==> src/rtl/core/app_pkg.sv <==
// Shared types, constants and tables for the autocallable path payoff block.
`default_nettype none
package app_pkg;

  localparam int MAX_OBS_DEF = 64;
  localparam int QUEUE_DEPTH = 2;
  localparam int LOG_W       = 32;
  localparam int VAR_W       = 40;
  localparam int UNI_W       = 32;
  localparam int MONEY_W     = 48;
  localparam int OBS_W       = 6;
  localparam int CFG_IDX_W   = 3;
  localparam int CFG_DATA_W  = 48;

  localparam logic [31:0] LN2_Q32   = 32'd2977044472;
  localparam logic [31:0] LN2_HALF  = 32'd1488522236;
  localparam logic [39:0] EXP_BIAS  = 40'd595408894400;
  localparam logic [9:0]  EXP_KOFS  = 10'd200;
  localparam logic [MONEY_W-1:0] MONEY_MAX = {MONEY_W{1'b1}};

  typedef enum logic [CFG_IDX_W-1:0] {
    REG_KI_LEVEL     = 3'd0,
    REG_STRIKE_LEVEL = 3'd1,
    REG_LOSS_SCALE   = 3'd2,
    REG_PAR_VALUE    = 3'd3,
    REG_PUT_STRIKE   = 3'd4,
    REG_SPOT_PV      = 3'd5,
    REG_CONTINUOUS   = 3'd6,
    REG_BRIDGE_EN    = 3'd7
  } app_reg_t;

  typedef struct packed {
    logic signed [LOG_W-1:0] ki_log_level;
    logic signed [LOG_W-1:0] strike_log_level;
    logic [MONEY_W-1:0]      loss_scale;
    logic [MONEY_W-1:0]      par_value;
    logic [MONEY_W-1:0]      put_strike_pv;
    logic [MONEY_W-1:0]      spot_pv;
    logic                    continuous_knock_in;
    logic                    bridge_enable;
  } app_cfg_t;

  typedef struct packed {
    logic signed [LOG_W-1:0] prev_log;
    logic signed [LOG_W-1:0] log_price;
    logic [VAR_W-1:0]        var_step;
    logic [UNI_W-1:0]        bridge_uniform;
    logic                    is_observation;
    logic signed [LOG_W-1:0] autocall_log_level;
    logic [MONEY_W-1:0]      coupon_value;
    logic                    last_step;
  } app_item_t;

  function automatic logic signed [35:0] poly_coef(input logic [3:0] idx);
    logic signed [35:0] c;
    case (idx)
      4'd0: c = 36'sd106522;
      4'd1: c = 36'sd852176;
      4'd2: c = 36'sd5965232;
      4'd3: c = 36'sd35791394;
      4'd4: c = 36'sd178956971;
      4'd5: c = 36'sd715827883;
      4'd6: c = 36'sd2147483648;
      4'd7: c = 36'sd4294967296;
      4'd8: c = 36'sd4294967296;
      default: c = 36'sd0;
    endcase
    return c;
  endfunction

endpackage
`default_nettype wire

==> src/rtl/core/app_front.sv <==
// Front end: accepts substep words, advances the log price, pushes work items.
`default_nettype none
module app_front (
  input  logic                                 clk,
  input  logic                                 rst_n,
  input  logic                                 in_valid,
  output logic                                 in_ready,
  input  logic signed [app_pkg::LOG_W-1:0]     in_mu_step,
  input  logic signed [app_pkg::LOG_W-1:0]     in_increment,
  input  logic [app_pkg::VAR_W-1:0]            in_var_step,
  input  logic [app_pkg::UNI_W-1:0]            in_bridge_uniform,
  input  logic                                 in_is_observation,
  input  logic signed [app_pkg::LOG_W-1:0]     in_autocall_log_level,
  input  logic [app_pkg::MONEY_W-1:0]          in_coupon_value,
  input  logic                                 in_last_step,
  input  logic                                 q_full,
  output logic                                 q_push,
  output app_pkg::app_item_t                   q_item
);
  import app_pkg::*;

  logic signed [LOG_W-1:0] log_r, log_nxt;
  logic signed [LOG_W+1:0] sum;
  logic signed [LOG_W-1:0] lp;

  assign sum = {{2{log_r[LOG_W-1]}}, log_r}
             + {{2{in_mu_step[LOG_W-1]}}, in_mu_step}
             + {{2{in_increment[LOG_W-1]}}, in_increment};

  always_comb begin
    if (sum > 34'sd2147483647) begin
      lp = 32'sh7fffffff;
    end else if (sum < -34'sd2147483648) begin
      lp = 32'sh80000000;
    end else begin
      lp = sum[LOG_W-1:0];
    end
  end

  assign in_ready = !q_full;
  assign q_push   = in_valid && in_ready;

  always_comb begin
    q_item.prev_log           = log_r;
    q_item.log_price          = lp;
    q_item.var_step           = in_var_step;
    q_item.bridge_uniform     = in_bridge_uniform;
    q_item.is_observation     = in_is_observation;
    q_item.autocall_log_level = in_autocall_log_level;
    q_item.coupon_value       = in_coupon_value;
    q_item.last_step          = in_last_step;
  end

  always_comb begin
    log_nxt = log_r;
    if (q_push) begin
      log_nxt = in_last_step ? '0 : lp;
    end
  end

  always_ff @(posedge clk) begin
    if (!rst_n) begin
      log_r <= '0;
    end else begin
      log_r <= log_nxt;
    end
  end

endmodule
`default_nettype wire

==> config.mk <==
export PLATFORM = sky130hd
export DESIGN_NAME = app_front
export DESIGN_NICKNAME = d
export VERILOG_FILES = /design/src/rtl/core/app_pkg.sv /design/src/rtl/core/app_front.sv
export SDC_FILE = /design/constraint.sdc
export NUM_CORES = 1
export LEC_CHECK = 0
export BUFFER_PORTS_ARGS = -buffer_cell sky130_fd_sc_hd__buf_2
export CAP_MARGIN = 5
export CORE_AREA = 5 5 169 171
export CTS_CLUSTER_DIAMETER = 80
export DETAILED_ROUTE_END_ITERATION = 7
export DIE_AREA = 0 0 174 176
export GPL_ROUTABILITY_DRIVEN = 1
export PLACE_DENSITY = 0.48
export SLEW_MARGIN = 20
export SYNTH_ARGS = -nofsm -noshare
export SYNTH_HDL_FRONTEND = slang
export SYNTH_SLANG_ARGS = --single-unit
==> constraint.sdc <==
create_clock -name clk -period 5.1 [get_ports clk]
set_clock_uncertainty 0.1 [all_clocks]
set_input_delay 0.255 -clock clk [delete_from_list [all_inputs] [get_ports clk]]
set_output_delay 0.255 -clock clk [all_outputs]
set_load 0.03 [all_outputs]
==> results.md <==
- Min Tclk post-route: 4.63 ns
- TritonCTS buffer count: 5
- DIE AREA: 30600 um^2
- Clock latency on the worst-skew pair: 0.29 ns
- Post-synth EDFFs: 0
- Yosys cell types: 50
- FFs w/ async S/R, synth: 0%
- Critical Path Source Type: flop
- Slew Limit Fails: 0
- Synth Flop Type: dfxtp_1
- Cell accounting for the most synthesized area: buf_4
- Max-cap viol count: 0
- Root Driver: clkbuf_16
- DR vias: 3796
- Top cell type's share of synthesized area: about a quarter
- Top reg by flops: log_r
- Post-synthesis sequential area ratio: 13.0%
- Vias in the first global route: 4043
- Synth Cell Area: between 4000 and 5000 um^2
- Sum Neg Setup Slack: 0 ns
- # clock sinks: 32
- Dominant cells by area after synthesis: buf_4 (24%), fa_1 (13%), dfxtp_1 (13%)
- Main combinational cell family by area after synthesis: buffers and inverters
- Final nets: 828
- Final period util: 90.8%
- Hold WC Path Type: in -> reg
- Max Freq: 0.216 GHz
- Largest registers: log_r: 32 flops
- Die X-Extent: between 150 and 200 um
- IO Port Bufs: 135
- Commonest non-fill, non-tap cell in the layout: buf_2
- Final Hold Viols: 0
- Most frequent cells in the layout: buf_2 (135), fa_1 (33), ha_1 (32), dfxtp_1 (32), a21oi_1 (31)
- H-tree depth: 2
- Clock buffer depth: 2
- Cell Area, Placed: roughly 4800 um^2
- First-pass GRT wire length: 27500 um
- P_leak: 2.29 nW
- RSZ-0062 raised after global routing: false
- HPWL after DPL: 16600 um
- Ports: 442
- Layout cells sized above 1: 34.3%
- CTS Hold Buffers Added: 0
- Chip height: 176 um
- Synthesized flop and latch total: 32
- CP Class: reg -> out
- # DRC: 0
- Setup Viol. Count Final: 0
- Status: finished clean
- Worst Path Max Fanout: 20
- FP Rows: 60
- Mux contribution to synthesized area: 0%
- Worst slew pin tran: 0.769 ns
- CTS tree: yes
- Core Region: roughly 27000 um^2
- Routed wire length: around 19000 um
- Post_cts resized: 0
- Synth Area in Simple Gates: 8.91%
- Pin count of the biggest net entering global routing: 32
- Syn avg cell area: between 8 and 9 um^2
- Initial Util: 18.4%
- Clk slew on worst S/H paths: 0.06 ns
- Synth warnings: 0
- Design Area, Final: 4990 um^2
- Compound-Gate Fraction of Synth Area: 24.8%
- Syn_nets: 849
- CP Capture Type: output pin
- Peak VDD IR: 0.190 mV
- WL per Instance: about 22 um
- Crit path arrival time: 4.27 ns
- Cells after synthesis: about 560
- Slew Limit Headroom: 48.7%
- Post-CTS Setup Inserts: 0
- Final Power: about 2.6 mW
- Antenna violations before repair: 0
- RePlAce Congestion: 0.774
- Area growth syn-to-layout: 1.53%
- Max reg flops: 32
- Critical Path RT: 4.74 ns
- Post-Synth XOR/XNOR Area: 5.17%
- Vias/cell: about 4.3
- PD cells: 519 nW/um^2
- Antenna Cells: 0
- Post-route ant nets: 0
- DR iter-0 viols: ~170
- Drt pass-1 iters: 4
- Grt total ovfl: 0
- Total GRT Usage: 12.1%
- Post-Synth Adder-Cell Area: 21.6%
-- cell usage after synthesis (all sizes together), types with 3 or more instances --
| library cell | n |
|---|---|
| a21oi | 31 |
| o21ai | 40 |
| dfxtp | 32 |
| o211ai | 11 |
| a211oi | 7 |
| xor2 | 17 |
| nor2 | 20 |
| fa | 33 |
| and3 | 3 |
| nand3 | 5 |
| nor3 | 3 |
| buf | 159 |
| nand4 | 3 |
| clkbuf | 10 |
| xnor2 | 12 |
| o31ai | 3 |
| nor2b | 8 |
| a31oi | 5 |
| o21bai | 3 |
| inv | 17 |
| ha | 32 |
| o21a | 4 |
| a21o | 19 |
| nand2 | 25 |
| nand2b | 12 |
| a22o | 25 |
| a211o | 3 |
-- final timing paths --
| path | from | endpoint | slack (ns) | depth (start not counted) |
|---|---|---|---|---|
| setup / recovery | log_r[1]$_SDFFE_PN0P_ | q_item[157] | 0.47 | 16 |
| setup reg to reg | log_r[1]$_SDFFE_PN0P_ | log_r[3]$_SDFFE_PN0P_ | 0.91 | 16 |
| hold / removal | rst_n | log_r[31]$_SDFFE_PN0P_ | 0.13 | 2 |
| hold reg to reg | log_r[11]$_SDFFE_PN0P_ | log_r[11]$_SDFFE_PN0P_ | 0.41 | 2 |
-- where the power goes --
part,switching (mW),total (mW),internal [mW]
logic,1.34,1.96,0.622
clock network,0.131,0.324,0.193
registers,0.0284,0.308,0.280
-- layout make-up --
| type | count | area [um^2] |
|---|---|---|
| clock buffer | 6 | 139 |
| tap | 341 | 427 |
| sequential | 32 | 641 |
| clock inverter | 2 | 10.0 |
| multi-input combinational | 344 | 2990 |
| fill | 2986 | 21700 |
| inverter | 17 | 63.8 |
| timing repair buffer | 141 | 721 |
-- critical path: stages (launching register included) --
cell       delay, ns
dfxtp_1         0.35
inv_1           0.06
fa_1            0.42
inv_1           0.06
ha_1            0.18
inv_1           0.06
fa_1            0.38
nand2b_1        0.17
a21o_1          0.18
a31o_2          0.23
a211oi_2        0.38
o31ai_4         0.12
xnor2_1         0.18
a2111oi_4       0.37
buf_4           0.35
o21ai_0         0.22
buf_2           0.23
-- stage by stage --
stage	utilization, %	cells	hold slack [ns]	worst slack, ns
2_1_floorplan	-	562	0.283	0.830
3_3_place_gp	18.1	875	0.403	0.798
3_5_place_dp	18.1	875	0.399	0.747
4_1_cts	18.6	883	0.112	0.436
5_1_grt	18.7	883	0.158	0.193
6_report	18.7	883	0.132	0.471
-- routing by layer --
layer  vias up  track usage (%)  routed length (um)  part of all wire [%]
li1       1757                -                   -                     -
met1      1777             13.2                7080                    37
met2       208             21.3                9650                    51
met3        54             5.16                1820                   9.5
met4         0             3.83                 530                   2.8
met5         -                0                   0                     0
-- kinds of logic after synthesis --
kind of cell / Yosys count
adders and majority gates: 65
AOI/OAI and AO/OA: 162
xor gates and xnor gates: 29
DFF: 32
buffers and inverters: 186
and+or+nand+nor: 88
No activity file was read; power rests on OpenSTA's default activity.
