### config.mk
export PLATFORM = sky130hd
export DESIGN_NAME = app_queue
export DESIGN_NICKNAME = d
export VERILOG_FILES = /design/src/rtl/core/app_pkg.sv /design/src/rtl/core/app_queue.sv
export SDC_FILE = /design/constraint.sdc
export NUM_CORES = 1
export LEC_CHECK = 0
export BUFFER_PORTS_ARGS = -buffer_cell sky130_fd_sc_hd__buf_4
export CAP_MARGIN = 20
export CORE_MARGIN = 2
export CORE_UTILIZATION = 33
export CTS_CLUSTER_DIAMETER = 80
export DETAILED_ROUTE_END_ITERATION = 8
export GPL_ROUTABILITY_DRIVEN = 1
export HOLD_SLACK_MARGIN = 0.1
export PLACE_DENSITY = 0.57
export SETUP_SLACK_MARGIN = 0.2
export SLEW_MARGIN = 20
export SYNTH_ARGS = -nofsm -noshare
export SYNTH_HDL_FRONTEND = slang
export SYNTH_SLANG_ARGS = --single-unit
### constraint.sdc
create_clock -name clk -period 20.2 [get_ports clk]
set_input_delay 6.06 -clock clk [delete_from_list [all_inputs] [get_ports clk]]
set_output_delay 6.06 -clock clk [all_outputs]
set_load 0.005 [all_outputs]
### src/rtl/core/app_pkg.sv
// Shared types, constants and tables for the autocallable path payoff block.
`default_nettype none
package app_pkg;

  localparam int MAX_OBS_DEF = 64;
  localparam int QUEUE_DEPTH = 2;
  localparam int LOG_W       = 32;
  localparam int VAR_W       = 40;
  localparam int UNI_W       = 32;
  localparam int MONEY_W     = 48;
  localparam int OBS_W       = 6;
  localparam int CFG_IDX_W   = 3;
  localparam int CFG_DATA_W  = 48;

  localparam logic [31:0] LN2_Q32   = 32'd2977044472;
  localparam logic [31:0] LN2_HALF  = 32'd1488522236;
  localparam logic [39:0] EXP_BIAS  = 40'd595408894400;
  localparam logic [9:0]  EXP_KOFS  = 10'd200;
  localparam logic [MONEY_W-1:0] MONEY_MAX = {MONEY_W{1'b1}};

  typedef enum logic [CFG_IDX_W-1:0] {
    REG_KI_LEVEL     = 3'd0,
    REG_STRIKE_LEVEL = 3'd1,
    REG_LOSS_SCALE   = 3'd2,
    REG_PAR_VALUE    = 3'd3,
    REG_PUT_STRIKE   = 3'd4,
    REG_SPOT_PV      = 3'd5,
    REG_CONTINUOUS   = 3'd6,
    REG_BRIDGE_EN    = 3'd7
  } app_reg_t;

  typedef struct packed {
    logic signed [LOG_W-1:0] ki_log_level;
    logic signed [LOG_W-1:0] strike_log_level;
    logic [MONEY_W-1:0]      loss_scale;
    logic [MONEY_W-1:0]      par_value;
    logic [MONEY_W-1:0]      put_strike_pv;
    logic [MONEY_W-1:0]      spot_pv;
    logic                    continuous_knock_in;
    logic                    bridge_enable;
  } app_cfg_t;

  typedef struct packed {
    logic signed [LOG_W-1:0] prev_log;
    logic signed [LOG_W-1:0] log_price;
    logic [VAR_W-1:0]        var_step;
    logic [UNI_W-1:0]        bridge_uniform;
    logic                    is_observation;
    logic signed [LOG_W-1:0] autocall_log_level;
    logic [MONEY_W-1:0]      coupon_value;
    logic                    last_step;
  } app_item_t;

  function automatic logic signed [35:0] poly_coef(input logic [3:0] idx);
    logic signed [35:0] c;
    case (idx)
      4'd0: c = 36'sd106522;
      4'd1: c = 36'sd852176;
      4'd2: c = 36'sd5965232;
      4'd3: c = 36'sd35791394;
      4'd4: c = 36'sd178956971;
      4'd5: c = 36'sd715827883;
      4'd6: c = 36'sd2147483648;
      4'd7: c = 36'sd4294967296;
      4'd8: c = 36'sd4294967296;
      default: c = 36'sd0;
    endcase
    return c;
  endfunction

endpackage
`default_nettype wire

### src/rtl/core/app_queue.sv
// Short queue of work items between the front end and the back end.
`default_nettype none
module app_queue (
  input  logic               clk,
  input  logic               rst_n,
  input  logic               push,
  input  app_pkg::app_item_t push_item,
  output logic               full,
  input  logic               pop,
  output logic               valid,
  output app_pkg::app_item_t pop_item
);
  import app_pkg::*;

  localparam int AW = (QUEUE_DEPTH > 1) ? $clog2(QUEUE_DEPTH) : 1;
  localparam int CW = $clog2(QUEUE_DEPTH + 1);

  app_item_t       slot_r [QUEUE_DEPTH];
  logic [AW-1:0]   wp_r, wp_nxt, rp_r, rp_nxt;
  logic [CW-1:0]   cnt_r, cnt_nxt;

  assign full     = (cnt_r == CW'(QUEUE_DEPTH));
  assign valid    = (cnt_r != '0);
  assign pop_item = slot_r[rp_r];

  always_comb begin
    wp_nxt  = wp_r;
    rp_nxt  = rp_r;
    cnt_nxt = cnt_r;
    if (push) begin
      wp_nxt = (wp_r == AW'(QUEUE_DEPTH - 1)) ? '0 : wp_r + 1'b1;
    end
    if (pop) begin
      rp_nxt = (rp_r == AW'(QUEUE_DEPTH - 1)) ? '0 : rp_r + 1'b1;
    end
    if (push && !pop) begin
      cnt_nxt = cnt_r + 1'b1;
    end else if (pop && !push) begin
      cnt_nxt = cnt_r - 1'b1;
    end
  end

  always_ff @(posedge clk) begin
    if (push) begin
      slot_r[wp_r] <= push_item;
    end
  end

  always_ff @(posedge clk) begin
    if (!rst_n) begin
      wp_r  <= '0;
      rp_r  <= '0;
      cnt_r <= '0;
    end else begin
      wp_r  <= wp_nxt;
      rp_r  <= rp_nxt;
      cnt_r <= cnt_nxt;
    end
  end

endmodule
`default_nettype wire

==> qor.txt <==
================================================================================
Outcome                                                                completed
Antenna violations before repair                                               0
Antenna Diode Count                                                            0
Quantity of I/O buffers inserted on ports                                    441
Vias in the first global route                                             8,467
Number of flip-flops and latches in the synthesized netlist                  441
Cell variety after synth                                                      19
Hold Path Depth                                                                2
Via count                                                                  8,115
Grt total ovfl                                                                 0
Clock transition at the registers of the reported paths                  0.06 ns
Std cell rows                                                                 81
Pre-Repair DR Iteration Count                                                  6
Relative area change from synthesis to final layout                       33.42%
Worst-case vdd ir drop                                                0.06786 mV
Nets@finish                                                                1,398
Max frequency                                                         0.1110 GHz
Total routed wirelength                                                34,920 um
Clock tree from TritonCTS                                                  built
Period utilisation layout                                                 0.4458
Depth of the CTS H-tree                                                        2
Total standard cell area after synthesis                             16,380 um^2
Cells after Synth                                                            700
Worst hold-check path type                                          flop to flop
Startpoint of the worst hold path                                       cnt_r[1]
Number of hold buffers added after cts                                         0
Setup repair after global routing missed its margin                        false
Wire length of the first global-routing pass                           49,960 um
Cell area power density                                             97.55 nW/um^2
Post-DP HPWL                                                           22,730 um
Proportion of power drawn by combinational gates                           0.111
Count of cells along the worst register-to-register path                       3
Endpoint type of the worst setup path                                output port
Post-CTS setup buffer count                                                    0
Switching power as a share of total power                                 0.2105
Switching power of the nets                                             448.8 uW
Flop pwr share                                                             0.504
Number of top-level pins                                                     442
All-layer global routing usage                                            0.1295
Post-cts gate resize count                                                     0
GPL Wtd Cong                                                              0.7216
Internal Dissipation                                                    1.683 mW
First-iteration detailed-routing DRC count                                   328
CP max FO                                                                    112
Maximum clock skew at final layout                                   0.009595 ns
Number of sinks driven by the clock tree                                     441
Actual slew at the worst max-slew pin                                   1.103 ns
Setup violations, final                                                        0
Leakage power total                                                     8.269 nW
Fraction of final layout cells with drive strength greater than 1         0.6058
Fill cell count                                                            4,292
Proportion of power drawn by the clock network                             0.385
Clock buffer depth                                                             3
Final period demand of the worst path                                   9.006 ns
Post-route antenna net violation count                                         0
Final core area utilization                                               0.4464
Core Region                                                          48,950 um^2
DRC violation count after routing                                              0
Starting Density                                                          0.3346
Max-slew violation count                                                       0
Pin count of the biggest net entering global routing                         164
CP required                                                             14.14 ns
Count of synthesis-stage warnings from yosys                                   0
Portion of the post-synthesis area used by sequential elements            0.8054
Root Driver                                                         sky130_fd_sc_hd__clkbuf_16
Number of CTS-inserted buffers                                                49
Worst Path Arrival                                                       2.95 ns
Insertion delay of the later-clocked pin in the worst-skew pair          0.56 ns
Setup TNS Final                                                             0 ns
Kind of launch point of the worst setup path                                flop
Number of vias per cell after detailed routing                             4.330
Max-cap violations                                                             0
Average cell area after synthesis                                     23.40 um^2
Die area                                                             51,430 um^2
Relative slew slack                                                       0.2648
Hold Fails Final Rpt                                                           0
Average wire per cell in the routed design                              18.64 um
Die extent in y                                                         226.8 um
Category of the most critical setup path                            flop to output port
Post-synthesis net count                                                     923
Die width                                                               226.8 um
Footprint of the multi-input gates                                     2955 um^2
Area used by sequential logic in the layout                          13,200 um^2
Start of the worst register-to-register path                                wp_r
================================================================================
## worst paths after layout
kind | end | slack, ns
worst max-delay path | pop_item[180] | 11.19
worst min-delay path | cnt_r[1] | 0.53
worst max register to register | slot_r[1][4] | 17.23
worst min register to register | cnt_r[1] | 0.53
## critical path: stages (launching register included)
cell and delay (ns):
sky130_fd_sc_hd__dfxtp_4 0.85, sky130_fd_sc_hd__buf_12 0.51, sky130_fd_sc_hd__mux2_2 0.44, sky130_fd_sc_hd__buf_4 0.15
## placed cells by master (no fill, tap or decap)
| master | netlist | routed |
|---|---|---|
| sky130_fd_sc_hd__a21boi_0 | 1 | 1 |
| sky130_fd_sc_hd__and2_1 | 4 | 3 |
| sky130_fd_sc_hd__and2_4 | 0 | 1 |
| sky130_fd_sc_hd__buf_12 | 0 | 2 |
| sky130_fd_sc_hd__buf_4 | 2 | 446 |
| sky130_fd_sc_hd__bufinv_16 | 0 | 3 |
| sky130_fd_sc_hd__clkbuf_1 | 0 | 11 |
| sky130_fd_sc_hd__clkbuf_16 | 0 | 49 |
| sky130_fd_sc_hd__clkinv_1 | 0 | 12 |
| sky130_fd_sc_hd__clkinv_2 | 0 | 5 |
| sky130_fd_sc_hd__clkinv_4 | 0 | 3 |
| sky130_fd_sc_hd__clkinvlp_4 | 0 | 1 |
| sky130_fd_sc_hd__dfxtp_1 | 5 | 4 |
| sky130_fd_sc_hd__dfxtp_4 | 0 | 1 |
| sky130_fd_sc_hd__edfxtp_1 | 436 | 436 |
| sky130_fd_sc_hd__ha_1 | 1 | 1 |
| sky130_fd_sc_hd__inv_1 | 1 | 1 |
| sky130_fd_sc_hd__inv_6 | 0 | 2 |
| sky130_fd_sc_hd__mux2_2 | 118 | 118 |
| sky130_fd_sc_hd__mux2_4 | 100 | 100 |
| sky130_fd_sc_hd__nor2b_1 | 3 | 2 |
| sky130_fd_sc_hd__nor2b_4 | 0 | 1 |
| sky130_fd_sc_hd__o21a_1 | 1 | 1 |
| sky130_fd_sc_hd__o21ai_0 | 1 | 1 |
| sky130_fd_sc_hd__or2_2 | 1 | 1 |
| sky130_fd_sc_hd__or3_1 | 1 | 1 |
| sky130_fd_sc_hd__xnor2_1 | 1 | 1 |
| sky130_fd_sc_hd__xor2_1 | 2 | 2 |
## sequential cells by signal, indices dropped and copies added (netlist names), named ones only
name	flops
rp_r	1
wp_r	1
cnt_r	2
slot_r	436
## per-stage QoR
step / cell area (um^2) / power [mW] / setup WS (ns) / hold slack, ns / instances
finish: 21850 / 2.132 / 11.19 / 0.5254 / 1874
floorplan: 16380 / 1.214 / 3.866 / 0.4678 / 700
global placement: 20370 / 1.332 / 11.40 / 0.4921 / 1788
global route: 21850 / 2.217 / 11.06 / 0.5652 / 1874
detailed placement: 20370 / 1.335 / 11.42 / 0.5229 / 1788
CTS: 21850 / 2.167 / 11.16 / 0.5327 / 1874
## metal layers
metal | global-route usage | part of all wire
met1 | 0.1559 | 0.40
met2 | 0.2116 | 0.48
met3 | 0.04613 | 0.091
met4 | 0.05221 | 0.025
met5 | 0 | 0
## power by group through the flow
stage	Sequential, mW	Clock, mW	Combinational, mW
after floorplan	1.10	0	0.115
after CTS	1.07	0.850	0.242
after detailed placement	1.09	0	0.242
after global routing	1.08	0.884	0.255
final	1.07	0.821	0.237
after global placement	1.09	0	0.240
## cell type report
cell class,instances,area share
clock inverters,26,0.009676
flip-flops and latches,441,0.6039
well taps,664,0.03802
multi-input cells,234,0.1352
repair buffers,448,0.1550
inverters,1,0.0001718
clock buffers,60,0.05800
## cell families after synthesis
| logic type | after synthesis | synth area share |
|---|---|---|
| muxes | 218 | 0.1728 |
| DFF | 441 | 0.8054 |
| AOI/OAI and AO/OA | 3 | 0.001222 |
| xor gates and xnor gates | 3 | 0.001604 |
| buffers and inverters | 25 | 0.01474 |
| and+or+nand+nor | 9 | 0.003438 |
| adders and majority gates | 1 | 0.0007638 |
## Yosys cell counts
cell	instances	area (um^2)
sky130_fd_sc_hd__a21boi_0	1	7.510
sky130_fd_sc_hd__and2_1	4	25.02
sky130_fd_sc_hd__buf_2	10	50.05
sky130_fd_sc_hd__buf_4	2	15.01
sky130_fd_sc_hd__buf_6	2	22.52
sky130_fd_sc_hd__buf_8	10	150.1
sky130_fd_sc_hd__dfxtp_1	5	100.1
sky130_fd_sc_hd__edfxtp_1	436	13090
sky130_fd_sc_hd__ha_1	1	12.51
sky130_fd_sc_hd__inv_1	1	3.750
sky130_fd_sc_hd__mux2_2	118	1329
sky130_fd_sc_hd__mux2_4	100	1501
sky130_fd_sc_hd__nor2b_1	3	18.77
sky130_fd_sc_hd__o21a_1	1	7.510
sky130_fd_sc_hd__o21ai_0	1	5.000
sky130_fd_sc_hd__or2_2	1	6.260
sky130_fd_sc_hd__or3_1	1	6.260
sky130_fd_sc_hd__xnor2_1	1	8.760
sky130_fd_sc_hd__xor2_1	2	17.52
Power figures use the tool's default switching activity.
